### config.mk
export PLATFORM = sky130hd
export DESIGN_NAME = lcd_line_mode_timing_top
export DESIGN_NICKNAME = d
export VERILOG_FILES = /design/src/design/lcdmt_pkg.sv /design/src/design/lcdmt_cfg.sv /design/src/design/lcd_line_mode_timing_top.sv
export SDC_FILE = /design/constraint.sdc
export NUM_CORES = 1
export LEC_CHECK = 0
export BUFFER_PORTS_ARGS = -buffer_cell sky130_fd_sc_hd__buf_2
export CORE_MARGIN = 10
export CORE_UTILIZATION = 25
export DETAILED_ROUTE_END_ITERATION = 10
export GPL_TIMING_DRIVEN = 0
export PLACE_DENSITY = 0.51
export SYNTH_ARGS = -nofsm -noshare
export SYNTH_HDL_FRONTEND = slang
export SYNTH_SLANG_ARGS = --single-unit
### constraint.sdc
create_clock -name clk -period 6 [get_ports clk]
set_input_delay 0.6 -clock clk [delete_from_list [all_inputs] [get_ports clk]]
set_output_delay 0.6 -clock clk [all_outputs]
set_load 0.03 [all_outputs]
### src/design/lcdmt_pkg.sv
// Shared types and constants of the LCD line and mode timing block.
package lcdmt_pkg;

	localparam int unsigned CountW = 10;
	localparam int unsigned LineW = 8;
	localparam int unsigned AddrW = 5;
	localparam int unsigned DataW = 32;

	localparam logic [CountW-1:0] LINE_CYCLES = 10'd456;
	localparam logic [CountW-1:0] HBLANK_AFTER = 10'd252;
	localparam logic [CountW-1:0] TRANSFER_AFTER = 10'd80;
	localparam logic [LineW-1:0] LAST_LINE = 8'd153;
	localparam logic [LineW-1:0] FIRST_VBLANK_LINE = 8'd144;

	// Register indexes on the configuration port.
	typedef enum logic [2:0] {
		REG_COMPARE_LINE = 3'd0,
		REG_HBLANK_IRQ_EN = 3'd1,
		REG_VBLANK_STAT_IRQ_EN = 3'd2,
		REG_OAM_IRQ_EN = 3'd3,
		REG_COINC_IRQ_EN = 3'd4
	} reg_idx_t;

	typedef enum logic [1:0] {
		MODE_HBLANK = 2'd0,
		MODE_VBLANK = 2'd1,
		MODE_OAM = 2'd2,
		MODE_TRANSFER = 2'd3
	} lcd_mode_t;

	typedef struct packed {
		logic [LineW-1:0] compare_line;
		logic hblank_irq_enable;
		logic vblank_stat_irq_enable;
		logic oam_irq_enable;
		logic coincidence_irq_enable;
	} cfg_t;

endpackage

### src/design/lcdmt_cfg.sv
// Configuration register file of the LCD timing block, written over an APB-style port.
module lcdmt_cfg import lcdmt_pkg::*; (
	input  logic             clk,
	input  logic             arst_n,
	input  logic             psel,
	input  logic             penable,
	input  logic             pwrite,
	input  logic [AddrW-1:0] paddr,
	input  logic [DataW-1:0] pwdata,
	output logic [DataW-1:0] prdata,
	output logic             pready,
	output cfg_t             cfg
);

	cfg_t cfg_q;
	logic wr_en;
	logic [2:0] reg_sel;

	assign pready = 1'b1;
	assign wr_en = psel && penable && pwrite;
	assign reg_sel = paddr[AddrW-1:2];
	assign cfg = cfg_q;

	always_ff @(posedge clk or negedge arst_n) begin
		if (!arst_n) begin
			cfg_q <= '0;
		end else if (wr_en) begin
			unique case (reg_sel)
				REG_COMPARE_LINE: cfg_q.compare_line <= pwdata[LineW-1:0];
				REG_HBLANK_IRQ_EN: cfg_q.hblank_irq_enable <= pwdata[0];
				REG_VBLANK_STAT_IRQ_EN: cfg_q.vblank_stat_irq_enable <= pwdata[0];
				REG_OAM_IRQ_EN: cfg_q.oam_irq_enable <= pwdata[0];
				REG_COINC_IRQ_EN: cfg_q.coincidence_irq_enable <= pwdata[0];
				default: ;
			endcase
		end
	end

	always_comb begin
		prdata = '0;
		unique case (reg_sel)
			REG_COMPARE_LINE: prdata[LineW-1:0] = cfg_q.compare_line;
			REG_HBLANK_IRQ_EN: prdata[0] = cfg_q.hblank_irq_enable;
			REG_VBLANK_STAT_IRQ_EN: prdata[0] = cfg_q.vblank_stat_irq_enable;
			REG_OAM_IRQ_EN: prdata[0] = cfg_q.oam_irq_enable;
			REG_COINC_IRQ_EN: prdata[0] = cfg_q.coincidence_irq_enable;
			default: prdata = '0;
		endcase
	end

endmodule

### src/design/lcd_line_mode_timing_top.sv
// Top level of the LCD line and mode timing block: input register, step logic, result register.
// A word accepted into the input register passes the step logic into the result register,
// from which its result word is presented. Throughput: one word per cycle while the result
// channel is not stalled; the line counter and mode update is a single add, compare and
// decode between the input register and the result register.
// Reset (arst_n low, asynchronous) clears the counter, line, flags, configuration and valids.
module lcd_line_mode_timing_top import lcdmt_pkg::*; (
	input  logic             clk,
	input  logic             arst_n,
	// Input channel.
	input  logic             item_valid,
	output logic             item_stall,
	input  logic [7:0]       elapsed_cycles,
	// Result channel.
	output logic             result_valid,
	input  logic             result_stall,
	output logic [LineW-1:0] line,
	output logic [1:0]       mode,
	output logic             coincidence,
	output logic             vblank_irq,
	output logic             stat_irq,
	output logic             render_strobe,
	// Configuration port.
	input  logic             psel,
	input  logic             penable,
	input  logic             pwrite,
	input  logic [AddrW-1:0] paddr,
	input  logic [DataW-1:0] pwdata,
	output logic [DataW-1:0] prdata,
	output logic             pready
);

	cfg_t cfg;

	lcdmt_cfg u_cfg (
		.clk     (clk),
		.arst_n  (arst_n),
		.psel    (psel),
		.penable (penable),
		.pwrite  (pwrite),
		.paddr   (paddr),
		.pwdata  (pwdata),
		.prdata  (prdata),
		.pready  (pready),
		.cfg     (cfg)
	);

	// Input register stage.
	logic       valid_s1;
	logic [7:0] elapsed_s1;

	// Result register stage.
	logic             valid_s2;
	logic [LineW-1:0] line_s2;
	lcd_mode_t        mode_s2;
	logic             coinc_s2;
	logic             vblank_irq_s2;
	logic             stat_irq_s2;
	logic             render_s2;

	// Timing state, updated only when a word moves from stage 1 into the result register.
	logic [CountW-1:0] count_q;
	logic [LineW-1:0]  line_q;
	logic              vblank_seen_q;
	lcd_mode_t         last_mode_q;

	// The result register can take a new word when it is empty or its word leaves now.
	// Stage 1 moves on whenever the result register can take it, so the input side is
	// held off only when stage 1 is full and the output is blocked.
	logic advance;
	assign advance = !valid_s2 || !result_stall;
	assign item_stall = valid_s1 && !advance;

	always_ff @(posedge clk or negedge arst_n) begin
		if (!arst_n) begin
			valid_s1 <= 1'b0;
		end else if (!item_stall) begin
			valid_s1 <= item_valid;
		end
	end

	always_ff @(posedge clk) begin
		if (!item_stall && item_valid) begin
			elapsed_s1 <= elapsed_cycles;
		end
	end

	// Step logic. The sum fits in the counter width: the counter stays below 456 and
	// one word adds at most 255.
	logic [CountW-1:0] sum;
	logic [CountW-1:0] count_nxt;
	logic [LineW-1:0]  line_inc;
	logic [LineW-1:0]  line_nxt;
	logic              wrap;
	logic              render_nxt;
	logic              seen_base;
	logic              seen_nxt;
	logic              vblank_irq_nxt;
	lcd_mode_t         mode_nxt;
	logic              want_stat;
	logic              coinc_nxt;
	logic              stat_nxt;

	always_comb begin
		sum = count_q + {{(CountW-8){1'b0}}, elapsed_s1};
		wrap = (sum >= LINE_CYCLES);
		count_nxt = wrap ? '0 : sum;
		line_inc = wrap ? line_q + 8'd1 : line_q;
		render_nxt = wrap && (line_inc < FIRST_VBLANK_LINE);

		// Past the last line the frame starts over and the vblank flag is rearmed.
		if (line_inc > LAST_LINE) begin
			line_nxt = '0;
			seen_base = 1'b0;
		end else begin
			line_nxt = line_inc;
			seen_base = vblank_seen_q;
		end

		vblank_irq_nxt = 1'b0;
		seen_nxt = seen_base;
		want_stat = 1'b0;
		if (line_nxt >= FIRST_VBLANK_LINE) begin
			mode_nxt = MODE_VBLANK;
			vblank_irq_nxt = !seen_base;
			seen_nxt = 1'b1;
			want_stat = cfg.vblank_stat_irq_enable;
		end else if (count_nxt > HBLANK_AFTER) begin
			mode_nxt = MODE_HBLANK;
			want_stat = cfg.hblank_irq_enable;
		end else if (count_nxt > TRANSFER_AFTER) begin
			mode_nxt = MODE_TRANSFER;
		end else begin
			mode_nxt = MODE_OAM;
			want_stat = cfg.oam_irq_enable;
		end

		coinc_nxt = (line_nxt == cfg.compare_line);
		stat_nxt = (want_stat && (mode_nxt != last_mode_q))
			|| (coinc_nxt && cfg.coincidence_irq_enable);
	end

	logic step;
	assign step = valid_s1 && advance;

	always_ff @(posedge clk or negedge arst_n) begin
		if (!arst_n) begin
			count_q <= '0;
			line_q <= '0;
			vblank_seen_q <= 1'b0;
			last_mode_q <= MODE_HBLANK;
			valid_s2 <= 1'b0;
		end else begin
			if (step) begin
				count_q <= count_nxt;
				line_q <= line_nxt;
				vblank_seen_q <= seen_nxt;
				last_mode_q <= mode_nxt;
			end
			if (advance) begin
				valid_s2 <= valid_s1;
			end
		end
	end

	always_ff @(posedge clk) begin
		if (step) begin
			line_s2 <= line_nxt;
			mode_s2 <= mode_nxt;
			coinc_s2 <= coinc_nxt;
			vblank_irq_s2 <= vblank_irq_nxt;
			stat_irq_s2 <= stat_nxt;
			render_s2 <= render_nxt;
		end
	end

	assign result_valid = valid_s2;
	assign line = line_s2;
	assign mode = mode_s2;
	assign coincidence = coinc_s2;
	assign vblank_irq = vblank_irq_s2;
	assign stat_irq = stat_irq_s2;
	assign render_strobe = render_s2;

`ifndef SYNTHESIS
	// The stored timing state never leaves the range of one frame.
	a_state_range: assert property (@(posedge clk) disable iff (!arst_n)
		(count_q < LINE_CYCLES) && (line_q <= LAST_LINE))
		else $error("line counter or line number out of range");

	// A new visible line always starts in OAM search.
	a_render_mode: assert property (@(posedge clk) disable iff (!arst_n)
		(result_valid && render_strobe) |-> (mode_s2 == MODE_OAM))
		else $error("render strobe outside OAM search");

	// The vblank interrupt is only raised in vblank mode and leaves the flag set.
	a_vblank_irq: assert property (@(posedge clk) disable iff (!arst_n)
		(result_valid && vblank_irq) |-> ((mode_s2 == MODE_VBLANK) && vblank_seen_q))
		else $error("vblank interrupt outside vblank");
`endif

endmodule

==> results_dict.tcl, run 1 <==
set metrics [dict create \
    worstPathArrival_ns 4.37 \
    maxCapViolCount 0 \
    critPathTopFamily "compound AO/OA/AOI/OAI gates" \
    rrSetupSlack_ns 1.84 \
    grt_use_total 0.0924 \
    synthXorXnorAreaFrac 0.0441 \
    routedWlPerCell_um 14.4 \
    swShare 0.403 \
    clk_pin_slew_worst_paths_ns 0.05 \
    ant_nets 0 \
    cp-start-kind "flop" \
    reg2reg_from "elapsed_s1[0]" \
    syn_inst 365 \
    yosys-top-cells-area "dfrtp_1 (24%), edfxtp_1 (18%), buf_4 (5.3%), mux2_2 (4.9%), nand2_1 (3.6%)" \
    via_per_inst 4.54 \
    routed_wl_um 9120 \
    place_hpwl_um 7010 \
    finalClockSkew_ns 0.00819 \
    post_cts_resized 0 \
    r2r-end "stat_irq" \
    use_met1 0.116 \
    design.portCount 101 \
    slowest_delay_ns 0.43 \
    synth_flop_cell "dfrtp_1" \
    drc 0 \
    status "finished, final reports clean" \
    yosys_warnings 0 \
    root_buffer "clkbuf_16" \
    grt_use_met3 0.0237 \
    synth_top_family_by_area "compound AO/OA/AOI/OAI gates" \
    max-slew-margin-rel 0.366 \
    drv_slew 0 \
    async_flop_share 0.614 \
    cts_buffers 9 \
    worstRegToRegCells 13 \
    grt_pass1_vias 3004 \
    core-area_mm2 0.0145 \
    fmax_ghz 0.240 \
    synth_top_cell_by_area "dfrtp_1" \
    die_height_um 141 \
    dieArea_mm2 0.0200 \
    tightest_slew_ns 0.943 \
    setup_violations 0 \
    fin_nets 508 \
    worstPathCellList "ha_1 > fa_1 > a21o_1 > a221oi_2 > xor2_1 > or3_1 > o22ai_1 > mux2_2 > a21oi_2 > nand3_2 > mux2i_1 > a221oi_1 > a21o_1" \
    cts.path.max_buffers 2 \
    fp.dieW_um 141 \
    synth_cell_types 65 \
    cpMostUsedCell "a21o_1" \
    vias 2882 \
    place_inst 619 \
    fin_ws_ns 1.84 \
    htreeDepth 3 \
    rows 44 \
    synth-simple-area-share 0.170 \
    cts_tree "done" \
    antenna_found_initial 0 \
    clkPwrFrac 0.256 \
    worstSetupEndpoint "stat_irq" \
    synth.ff_latch_count 57 \
    worst_ep_required_time_ns 6.20 \
    p_per_area_mw_per_mm2 463 \
    gp_congestion 0.823 \
    power.switching_uw 850 \
    initial_core_util 0.255 \
    synthAdderAreaFrac 0.0360 \
    endpoint_kind "flop" \
    hold_viol 0 \
    gr-total-overflow 0 \
    setup-tns-final_ns 0 \
    synth_compound_area_frac 0.183 \
    cp_num_buf_inv 0 \
    crit_path_start "elapsed_s1[0]" \
    criticalPathCategory "reg -> reg" \
    pwr-share-seq 0.277 \
    antennaDiodeCount 0 \
    postSynthAreaPerCell_um2 10.1 \
    cp.depth 13 \
    pre_cts_slack_ns 1.89 \
    synth_top_area_share 0.237 \
    finalNonFillerCells 635 \
    port_buffers 47 \
    cts_setup_buffers 0 \
    grt_pass1_wl_um 15200 \
    insertion_delay_ns 0.33 \
    power_frac_comb 0.468 \
    finalCritPeriodShare 0.694 \
    netlist_area_mm2 0.00369 \
    busiest_layer "met2" \
    first_iter_violations 168 \
    intPower_uw 1260 \
    grt_util_met2 0.148 \
    synth_edf_count 22 \
    p_leak_uw 0.00202 \
    synth_seq_area_share 0.417 \
    finalCriticalPeriod_ns 4.16 \
    area_growth_pct 23.6 \
    crit_fanout 8 \
    min_path_type "in -> async" \
    synth.area.mux_share 0.0692 \
    ir_drop_mv 0.195 \
    hold_buffers 0 \
    cts_sinks 57 \
    critPathSlowestCell "mux2_2" \
    first_pass_iters 4 \
    rsz0062_at_grt "no" \
    grt_start_max_net_pins 36 \
    drive_above_1_share 0.271 \
]
[logic make-up (layout without fill, tap and decap cells)]
family / count (synthesis) / count (layout)
compound gates: 85 / 85
xor+xnor: 17 / 17
fa+ha+maj: 10 / 10
buf+inv: 48 / 111
flops: 57 / 57
mux: 23 / 23
other cells: 2 / 25
simple gates: 123 / 123
[sequential cells by signal, summed over array words and instances (netlist names)]
register and flops:
stat_irq 1, last_mode_q 2, mode 2, line_q 8, count_q 10, render_strobe 1, line 8, vblank_seen_q 1
vblank_irq 1, u_cfg.cfg 12, elapsed_s1 8, result_valid 1, valid_s1 1, coincidence 1
[how the worst min path moves through the flow]
stage	startpoint	end	slack, ns	cells past startpoint
finish	arst_n	last_mode_q[0]	0.37	1
global route	arst_n	last_mode_q[0]	0.44	1
CTS	arst_n	last_mode_q[0]	0.40	1
detailed placement	vblank_seen_q	vblank_seen_q	0.48	2
global placement	vblank_seen_q	vblank_seen_q	0.46	2
floorplan	arst_n	count_q[0]	0.30	0
[layout make-up]
type                            instances  area, µm²
Buffer                                 39        259
Clock buffer                           10        229
Clock inverter                          6       82.6
Fill cell                            1523       9920
Inverter                                9       33.8
Multi-Input combinational cell        283       1950
Sequential cell                        57       1540
Tap cell                              184        230
Timing Repair Buffer                   47        235
[per-stage QoR]
step,total power (µW),utilization,hold WS [ns],area [µm²]
6_report,2110,0.315,0.367,4560
5_1_grt,2260,0.315,0.441,4560
4_1_cts,2130,0.315,0.403,4560
3_5_place_dp,1580,0.293,0.482,4250
3_3_place_gp,1570,0.293,0.463,4240
2_1_floorplan,1350,-,0.304,3770
[synth_stat cells, types with 3 or more instances]
| cell | number |
|---|---|
| dfrtp_1 | 35 |
| nand2_1 | 35 |
| nor2_1 | 28 |
| buf_4 | 26 |
| edfxtp_1 | 22 |
| o21ai_0 | 17 |
| mux2_2 | 16 |
| nand3_1 | 13 |
| o31ai_1 | 12 |
| and2_1 | 10 |
| clkbuf_1 | 10 |
| xnor2_1 | 10 |
| a21oi_1 | 9 |
| ha_1 | 9 |
| inv_1 | 8 |
| a31oi_1 | 7 |
| mux2i_1 | 6 |
| xor2_1 | 6 |
| and3_1 | 5 |
| nor3_1 | 5 |
| nand2b_1 | 4 |
| nor2b_1 | 4 |
| o22ai_1 | 4 |
| a211oi_1 | 3 |
| a21o_1 | 3 |
| nand3b_1 | 3 |
| nor4_1 | 3 |
| o211ai_1 | 3 |
| o2bb2ai_1 | 3 |
[metal layers]
layer	wire length (µm)	share of wire
met4	187	0.021
met1	4270	0.47
met5	0	0
met2	4260	0.47
met3	404	0.044
[power groups by stage]
stage | combinational (µW) | sequential, µW | clock [µW]
finish | 986 | 584 | 539
detailed placement | 988 | 590 | 0
floorplan | 733 | 621 | 0
global route | 1100 | 596 | 566
global placement | 981 | 587 | 0
CTS | 996 | 584 | 550
[layout by cell type (no fill, tap or decap), types with 11 or more instances in the layout]
cell / synthesis / final
o21ai_0: 17 / 17
dfrtp_1: 35 / 35
mux2_2: 16 / 16
edfxtp_1: 22 / 22
buf_2: 0 / 47
nor2_1: 28 / 28
o31ai_1: 12 / 12
nand3_1: 13 / 13
conb_1: 2 / 25
buf_4: 26 / 26
nand2_1: 35 / 35
clkbuf_1: 10 / 11
No activity file was read; power rests on OpenSTA's default activity.
==> run 2: changes to the inputs <==
--- a/config.mk
+++ b/config.mk
@@ -10,7 +10,7 @@
 export CORE_UTILIZATION = 25
 export DETAILED_ROUTE_END_ITERATION = 10
 export GPL_TIMING_DRIVEN = 0
-export PLACE_DENSITY = 0.51
+export PLACE_DENSITY = 0.53
 export SYNTH_ARGS = -nofsm -noshare
 export SYNTH_HDL_FRONTEND = slang
 export SYNTH_SLANG_ARGS = --single-unit
==> constraint.sdc (replaced) <==
create_clock -name clk -period 3.4 [get_ports clk]
set_input_delay 0.34 -clock clk [delete_from_list [all_inputs] [get_ports clk]]
set_output_delay 0.34 -clock clk [all_outputs]
set_load 0.03 [all_outputs]
==> results_dict.tcl, run 2 (synthesis results as in run 1) <==
set metrics [dict create \
    rsz0062_at_grt "yes" \
    r2r-end "stat_irq" \
    finalCritPeriodShare 1.08 \
    layout_commonest_cell "buf_2" \
    max-slew-margin-rel 0.377 \
    cts.path.max_buffers 2 \
    insertion_delay_ns 0.33 \
    worstPathArrival_ns 3.88 \
    routedWlPerCell_um 14.5 \
    endpoint_kind "flop" \
    tightest_slew_ns 0.927 \
    design.portCount 101 \
    cp-start-kind "flop" \
    initial_core_util 0.255 \
    ant_nets 0 \
    final_cell_mix "buf_2 (47), buf_4 (41), dfrtp_1 (35), nand2_1 (32), nor2_1 (28)" \
    dieArea_mm2 0.0200 \
    routed_wl_um 9500 \
    finalCriticalPeriod_ns 3.68 \
    core-area_mm2 0.0145 \
    gp_congestion 0.832 \
    p_leak_uw 0.00219 \
    reg2reg_from "elapsed_s1[0]" \
    rows 44 \
    finalClockSkew_ns 0.00374 \
    clk_pin_slew_worst_paths_ns 0.05 \
    cts_sinks 57 \
    worstRegToRegCells 13 \
    cts_buffers 9 \
    vias 2955 \
    worst_ep_required_time_ns 3.61 \
    area_growth_pct 34.8 \
    min_path_type "in -> async" \
    fin_util 0.343 \
    crit_fanout 4 \
    maxCapViolCount 0 \
    drive_above_1_share 0.359 \
    antennaDiodeCount 0 \
    port_buffers 47 \
    fp.dieW_um 141 \
    grt_pass1_wl_um 15200 \
    grt_start_max_net_pins 36 \
    htreeDepth 3 \
    criticalPathCategory "reg -> reg" \
    violations "setup timing" \
    power_uw 4330 \
    grt_use_total 0.0933 \
    first_iter_violations 98 \
    drc 0 \
    ir_drop_mv 0.293 \
    first_pass_iters 4 \
    fin_nets 528 \
    p_per_area_mw_per_mm2 871 \
    cts_tree "done" \
    via_per_inst 4.51 \
    die_height_um 141 \
    drv_slew 0 \
    hold_buffers 0 \
    grt_pass1_vias 2939 \
    status "finished, violations left" \
    fillerInstances 1474 \
    largest_register_ff_count 12 \
    fmax_ghz 0.272 \
    setup_violations 4 \
    place_hpwl_um 7090 \
    antenna_found_initial 0 \
    rrSetupSlack_ns -0.28 \
    hold_viol 0 \
    fin_ws_ns -0.277 \
    root_buffer "clkbuf_16" \
    gr-total-overflow 0 \
]
run 2: cell types whose count changed in the layout (fill, tap and decap cells not counted), sizes merged:
cell / before / now
bufinv: 2 / 3
buf: 76 / 96
clkinvlp: 2 / 1
run 2: what timing repair did:
item                       4_1_cts  5_1_grt
setup buffers                   10       10
setup endpoints to repair       17       14
resized for setup               22       18
pin swaps                        8        9
run 2: cell type report:
class	instances	area [µm²]	area share
buffer	39	259	0.0521
clock buffer	10	229	0.0460
clock inverter	6	106	0.0214
inverter	9	33.8	0.00679
multi-input combinational	283	2160	0.435
sequential	57	1540	0.309
tap	184	230	0.0463
timing repair buffer	67	413	0.0830
run 2: power by group:
group | leakage, µW | switching, µW | internal (µW)
combinational | 0.00137 | 1270 | 1000
clock | 0.000160 | 308 | 711
sequential | 0.000661 | 129 | 910
total | 0.00219 | 1710 | 2620
run 2: per-layer routing:
metal	track usage	up-vias	wire length, µm
li1	-	1486	-
met1	0.111	1392	4140
met2	0.157	68	4730
met3	0.0224	9	479
met4	0.0420	0	149
met5	0	-	0
run 2: worst max path at each step:
stage	start	endpoint	slack, ns	cells past startpoint
3_3_place_gp	elapsed_s1[0]	stat_irq	-0.52	13
2_1_floorplan	count_q[0]	stat_irq	-0.1	14
6_report	elapsed_s1[0]	stat_irq	-0.28	13
4_1_cts	elapsed_s1[0]	stat_irq	-0.28	13
3_5_place_dp	count_q[0]	stat_irq	-0.57	13
5_1_grt	elapsed_s1[0]	stat_irq	-0.44	14
run 2: critical path, cell delays in order, from the launching register on:
cell	delay [ns]
edfxtp_1	0.41
ha_4	0.19
fa_2	0.37
a21o_4	0.25
a221oi_4	0.32
xor2_2	0.16
or3_4	0.36
o22ai_4	0.16
mux2_4	0.36
a31oi_4	0.23
nor2_8	0.06
a2bb2oi_2	0.17
a2111oi_4	0.35
a21o_1	0.16
run 2: metrics by stage:
step                instances  hold WS (ns)  setup slack (ns)  instance area, µm²  setup TNS, ns
CTS                       645         0.141            -0.276                4820         -0.599
detailed placement        619         0.474            -0.570                4270          -1.85
global placement          619         0.462            -0.525                4270          -1.50
finish                    655         0.114            -0.277                4970         -0.565
floorplan                 388        0.0444           -0.0975                3800        -0.0975
global route              655         0.182            -0.444                4970          -1.97
